[config.mk]
export PLATFORM = sky130hd
export DESIGN_NAME = mccc_qual_unit
export DESIGN_NICKNAME = d
export VERILOG_FILES = /design/src/hw/rtl/mccc_pkg.sv /design/src/hw/rtl/mccc_qual_unit.sv
export SDC_FILE = /design/constraint.sdc
export NUM_CORES = 1
export LEC_CHECK = 0
export BUFFER_PORTS_ARGS = -buffer_cell sky130_fd_sc_hd__buf_2
export CAP_MARGIN = 20
export CORE_MARGIN = 2
export CORE_UTILIZATION = 30
export DETAILED_ROUTE_END_ITERATION = 8
export REMOVE_ABC_BUFFERS = 1
export SETUP_SLACK_MARGIN = 0.15
export SLEW_MARGIN = 5
export SYNTH_ARGS = -nofsm -noshare
export SYNTH_HDL_FRONTEND = slang
export SYNTH_SLANG_ARGS = --single-unit
[constraint.sdc]
create_clock -name clock -period 14.2 [get_ports clock]
set_input_delay 1.42 -clock clock [delete_from_list [all_inputs] [get_ports clock]]
set_output_delay 1.42 -clock clock [all_outputs]
set_load 0.02 [all_outputs]
[src/hw/rtl/mccc_pkg.sv]
`timescale 1ns / 1ps

package mccc_pkg;

   localparam int CountWidth = 11;
   localparam int NumSlots   = 5;
   localparam int QualWidth  = 7;
   localparam int BaseWidth  = 3;

   localparam logic [BaseWidth-1:0] BaseA = 3'd0;
   localparam logic [BaseWidth-1:0] BaseC = 3'd1;
   localparam logic [BaseWidth-1:0] BaseG = 3'd2;
   localparam logic [BaseWidth-1:0] BaseT = 3'd3;
   localparam logic [BaseWidth-1:0] BaseN = 3'd4;

   // counter slots share the base codes; the gap counter sits in the N position
   localparam logic [BaseWidth-1:0] SlotGap = 3'd4;

   localparam logic [QualWidth-1:0] QualMax = 7'd93;

   typedef logic [NumSlots-1:0][CountWidth-1:0] counts_type;

   typedef struct packed {
      logic                  start;
      logic [CountWidth-1:0] count;
      logic [CountWidth-1:0] rows;
   } qual_req_type;

endpackage

[src/hw/rtl/mccc_qual_unit.sv]
`timescale 1ns / 1ps

// round(93 * (2c - h) / h) for h/2 < c < h, as (2 * 93 * (2c - h) + h) / (2h)
module mccc_qual_unit (
   input  logic                                clock,
   input  logic                                reset,
   input  mccc_pkg::qual_req_type              req,
   output logic                                done,
   output logic [mccc_pkg::QualWidth-1:0]      quality
);
   import mccc_pkg::*;

   localparam int NumWidth = CountWidth + QualWidth;   // 93 * diff
   localparam int DvdWidth = NumWidth + 1;             // 2 * num + h
   localparam int DsrWidth = CountWidth + QualWidth;   // (2h) aligned to the top quotient bit
   localparam int StepWidth = $clog2(QualWidth);

   typedef enum logic [2:0] {
      Q_IDLE = 3'b001,
      Q_MUL  = 3'b010,
      Q_DIV  = 3'b100
   } qstate_type;

   qstate_type                state_ff, state_in;
   logic [CountWidth-1:0]     diff_ff, diff_in;
   logic [CountWidth-1:0]     rows_ff, rows_in;
   logic [DvdWidth-1:0]       rem_ff, rem_in;
   logic [DsrWidth-1:0]       dsor_ff, dsor_in;
   logic [QualWidth-1:0]      quot_ff, quot_in;
   logic [StepWidth-1:0]      step_ff, step_in;
   logic                      done_ff, done_in;
   logic [NumWidth-1:0]       num;
   logic [CountWidth:0]       diff_wide;
   logic                      fits;

   always_comb begin
      diff_wide = {req.count, 1'b0} - {1'b0, req.rows};
      num       = NumWidth'(diff_ff) * NumWidth'(QualMax);
      fits      = rem_ff >= DvdWidth'(dsor_ff);
      state_in  = state_ff;
      diff_in   = diff_ff;
      rows_in   = rows_ff;
      rem_in    = rem_ff;
      dsor_in   = dsor_ff;
      quot_in   = quot_ff;
      step_in   = step_ff;
      done_in   = 1'b0;
      case (state_ff)
         Q_IDLE: begin
            if (req.start) begin
               diff_in  = diff_wide[CountWidth-1:0];
               rows_in  = req.rows;
               state_in = Q_MUL;
            end
         end
         Q_MUL: begin
            rem_in   = {num, 1'b0} + DvdWidth'(rows_ff);
            dsor_in  = {rows_ff, QualWidth'(0)};
            quot_in  = '0;
            step_in  = '0;
            state_in = Q_DIV;
         end
         Q_DIV: begin
            if (fits) begin
               rem_in = rem_ff - DvdWidth'(dsor_ff);
            end
            quot_in = {quot_ff[QualWidth-2:0], fits};
            dsor_in = dsor_ff >> 1;
            step_in = step_ff + StepWidth'(1);
            if (step_ff == StepWidth'(QualWidth - 1)) begin
               done_in  = 1'b1;
               state_in = Q_IDLE;
            end
         end
         default: begin
            state_in = Q_IDLE;
         end
      endcase
   end

   always_ff @(posedge clock) begin
      if (reset) begin
         state_ff <= Q_IDLE;
         done_ff  <= 1'b0;
      end else begin
         state_ff <= state_in;
         done_ff  <= done_in;
      end
      diff_ff <= diff_in;
      rows_ff <= rows_in;
      rem_ff  <= rem_in;
      dsor_ff <= dsor_in;
      quot_ff <= quot_in;
      step_ff <= step_in;
   end

   assign done    = done_ff;
   assign quality = quot_ff;

endmodule

==> flow_metrics.py <==
metrics = {
    "critical_path": {
        "crit_chain": "ha_1 > inv_1 > fa_1 > inv_1 > fa_1 > inv_1 > fa_1 > inv_1 > ha_1 > o21ai_0 > a21oi_1 > o21a_1 > nor2_1 > xnor2_1 > ha_1 > and2_1 > nand2_1 > o211ai_1 > o211ai_1 > nor4_2 > xnor2_1 > mux2i_1",
        "path_buf_inv": 4,
        "crit_path_end_kind": "flip-flop",
        "critPathLaunchType": "flip-flop",
        "path_common_cell": "inv_1",
        "slowest_stage": "fa_1",
        "cp.arrival_ps": 5510,
        "required_ps": 14280,
        "cp_max_fo": 6,
        "cp_slowest_stage_delay_ps": 530,
        "path_delay_family": "adder cells",
        "path_class": "reg2reg",
    },
    "global_routing": {
        "grt_pass1_wl_um": 22000,
        "busiest_layer": "met2",
        "overflow": 0,
        "grt_max_degree": 48,
        "use_met2_pct": 19.9,
        "antenna_found_initial": 0,
        "use_met3_pct": 2.17,
        "grt_pass1_vias": 4554,
        "grt_util_met1_pct": 16.8,
        "track_usage_pct": 12.2,
    },
    "die": {
        "start_util_pct": 30.7,
        "io_pins": 33,
        "die_w_um": 151,
        "dieArea_sq_um": 22800,
        "core-area_sq_um": 21100,
        "core.rowCount": 53,
        "die_y_um": 151,
    },
    "logic_synthesis": {
        "synthTopCellsByCount": "inv_1 (89), ha_1 (87), edfxtp_1 (68)",
        "syn-cell-area_sq_um": 6480,
        "synthSimpleGateAreaFrac_pct": 15.1,
        "synth.area.top_cells": "edfxtp_1 (32%), ha_1 (17%), fa_1 (8.3%)",
        "ys_ff_latch": 72,
        "netlist.top_cell.by_area": "edfxtp_1",
        "ys_async_sr_fraction_pct": 0,
        "synthAdderAreaFrac_pct": 25.1,
        "synth_ff_type": "edfxtp_1",
        "synth_xor_area_share_pct": 6.08,
        "avgSynthCellArea_sq_um": 9.80,
        "synth-compound-area-share_pct": 14.6,
        "seq_area_frac_synth_pct": 32.7,
        "synth_edf_count": 68,
        "synth_warnings": 0,
        "synth_top_family_by_area": "adder cells",
        "synthCells": 661,
        "synth_top_area_share_pct": 31.5,
        "muxShareOfSynthArea_pct": 0.463,
        "ys_types": 64,
        "synth_most_common_cell": "inv_1",
    },
    "timing": {
        "slew_headroom_pct": 62.9,
        "hold_ws_ps": 546,
        "fmax_mhz": 184,
        "maxSlewViolCount": 0,
        "worst_pin_slew_ps": 557,
        "rsz0062_at_grt": "no",
        "setup_viol_count_final": 0,
        "fin_crit_sh_pct": 38.3,
        "fin_setup_tns_ps": 0,
        "skew_ps": 6.52,
        "post-route-min-period_ps": 5440,
        "hold_violations": 0,
    },
    "finish": {
        "syn_to_final_growth_pct": 12.9,
        "utilization_pct": 34.7,
        "fin_area_sq_um": 7320,
        "antenna_cells": 0,
        "drive_gt1_share_pct": 10.7,
        "nNetsFinal": 838,
    },
    "cts": {
        "ctsHtreeMaxLevel": 3,
        "hold_buffers": 0,
        "clk_pin_slew_ps": 60,
        "cts_max_path_buffers": 2,
        "clkLatencyLatePin_ps": 340,
        "cts_root_buf": "clkbuf_16",
        "numCtsBuffers": 9,
        "cts_setup_buffers": 0,
        "cts_resized": 0,
        "clock-sinks": 72,
        "cts_tree": "yes",
    },
    "placed_design": {
        "gp_congestion": 0.829,
        "placed_cell_area_sq_um": 6990,
        "dp_hpwl_um": 10200,
        "io_buffers": 31,
    },
    "detailed_routing": {
        "drc": 0,
        "finalWirelength_um": 13100,
        "ant_nets": 0,
        "drt_iter0_markers": 272,
        "viasPerCell": 4.77,
        "num_vias": 4674,
        "routedWlPerCell_um": 13.4,
        "drt_first_pass_iters": 4,
    },
    "run": {
        "cap_violations": 0,
    },
    "hold_path": {
        "hp-class": "reg2reg",
    },
    "run_status": {
        "status": "finished clean",
    },
}
-- cell families (layout without fill, tap and decap cells) --
family          count (synthesis)  in the layout
compound gates                138            138
xor+xnor                       45             45
fa+ha+maj                     114            114
buf+inv                        99            142
flops                          72             72
mux                             3              3
simple gates                  190            190
-- flip-flops by register name, summed over array words and instances (netlist names) --
name and count:
diff_ff 11, done 1, dsor_ff 18, quality 7, rem_ff 19, rows_ff 10
state_ff 3, step_ff 3
-- worst reg2reg max path: stages (launching register included) --
cell and delay (ps):
edfxtp_1 510, ha_1 330, inv_1 50, fa_1 520, inv_1 50, fa_1 530, inv_1 50, fa_1 490
inv_1 40, ha_1 320, o21ai_0 190, a21oi_1 210, o21a_1 130, nor2_1 50, xnor2_1 140, ha_1 360
and2_1 210, nand2_1 90, o211ai_1 290, o211ai_1 180, nor4_2 200, xnor2_1 160, mux2i_1 90
-- final timing paths --
kind | from | to | slack, ps | cells past startpoint
max | diff_ff[1] | rem_ff[18] | 8760 | 22
min | quality[1] | quality[2] | 550 | 1
max reg2reg | diff_ff[1] | rem_ff[18] | 8760 | 22
min reg2reg | quality[1] | quality[2] | 550 | 1
-- layout by cell type, fill, tap and decap left out, drive strengths merged, types with 6 or more instances in the layout --
| cell type | netlist | routed |
|---|---|---|
| nor3 | 18 | 18 |
| nor2 | 49 | 49 |
| nand2 | 45 | 45 |
| a31oi | 6 | 6 |
| nand4 | 6 | 6 |
| o211ai | 8 | 8 |
| nand2b | 10 | 10 |
| a211oi | 7 | 7 |
| buf | 2 | 36 |
| or3 | 8 | 8 |
| edfxtp | 68 | 68 |
| o21ai | 47 | 47 |
| a21o | 12 | 12 |
| nor2b | 12 | 12 |
| nand3 | 11 | 11 |
| nor4 | 7 | 7 |
| inv | 90 | 92 |
| fa | 27 | 27 |
| and2 | 13 | 13 |
| xor2 | 16 | 16 |
| clkbuf | 7 | 9 |
| ha | 87 | 87 |
| xnor2 | 29 | 29 |
| a21oi | 27 | 27 |
-- final cells by class --
type,instances,area (sq um)
clock buffer,9,225
timing repair buffer,36,193
multi-input combinational,490,3990
clock inverter,7,103
tap,275,344
inverter,90,338
sequential,72,2120
fill,2176,13800
-- metrics by stage --
step	setup WS (ps)	instances
2_1_floorplan	9220	652
3_3_place_gp	8800	963
3_5_place_dp	8790	963
4_1_cts	8770	979
5_1_grt	8330	979
6_report	8760	979
-- layer usage --
layer,wire length [um],part of all wire (%)
met1,6640,51
met2,5860,45
met3,419,3.2
met4,161,1.2
met5,0,0
Power is left out: the tool's default activity adds up to more than one toggle a clock period on the data nets, which glitch-free logic cannot reach.
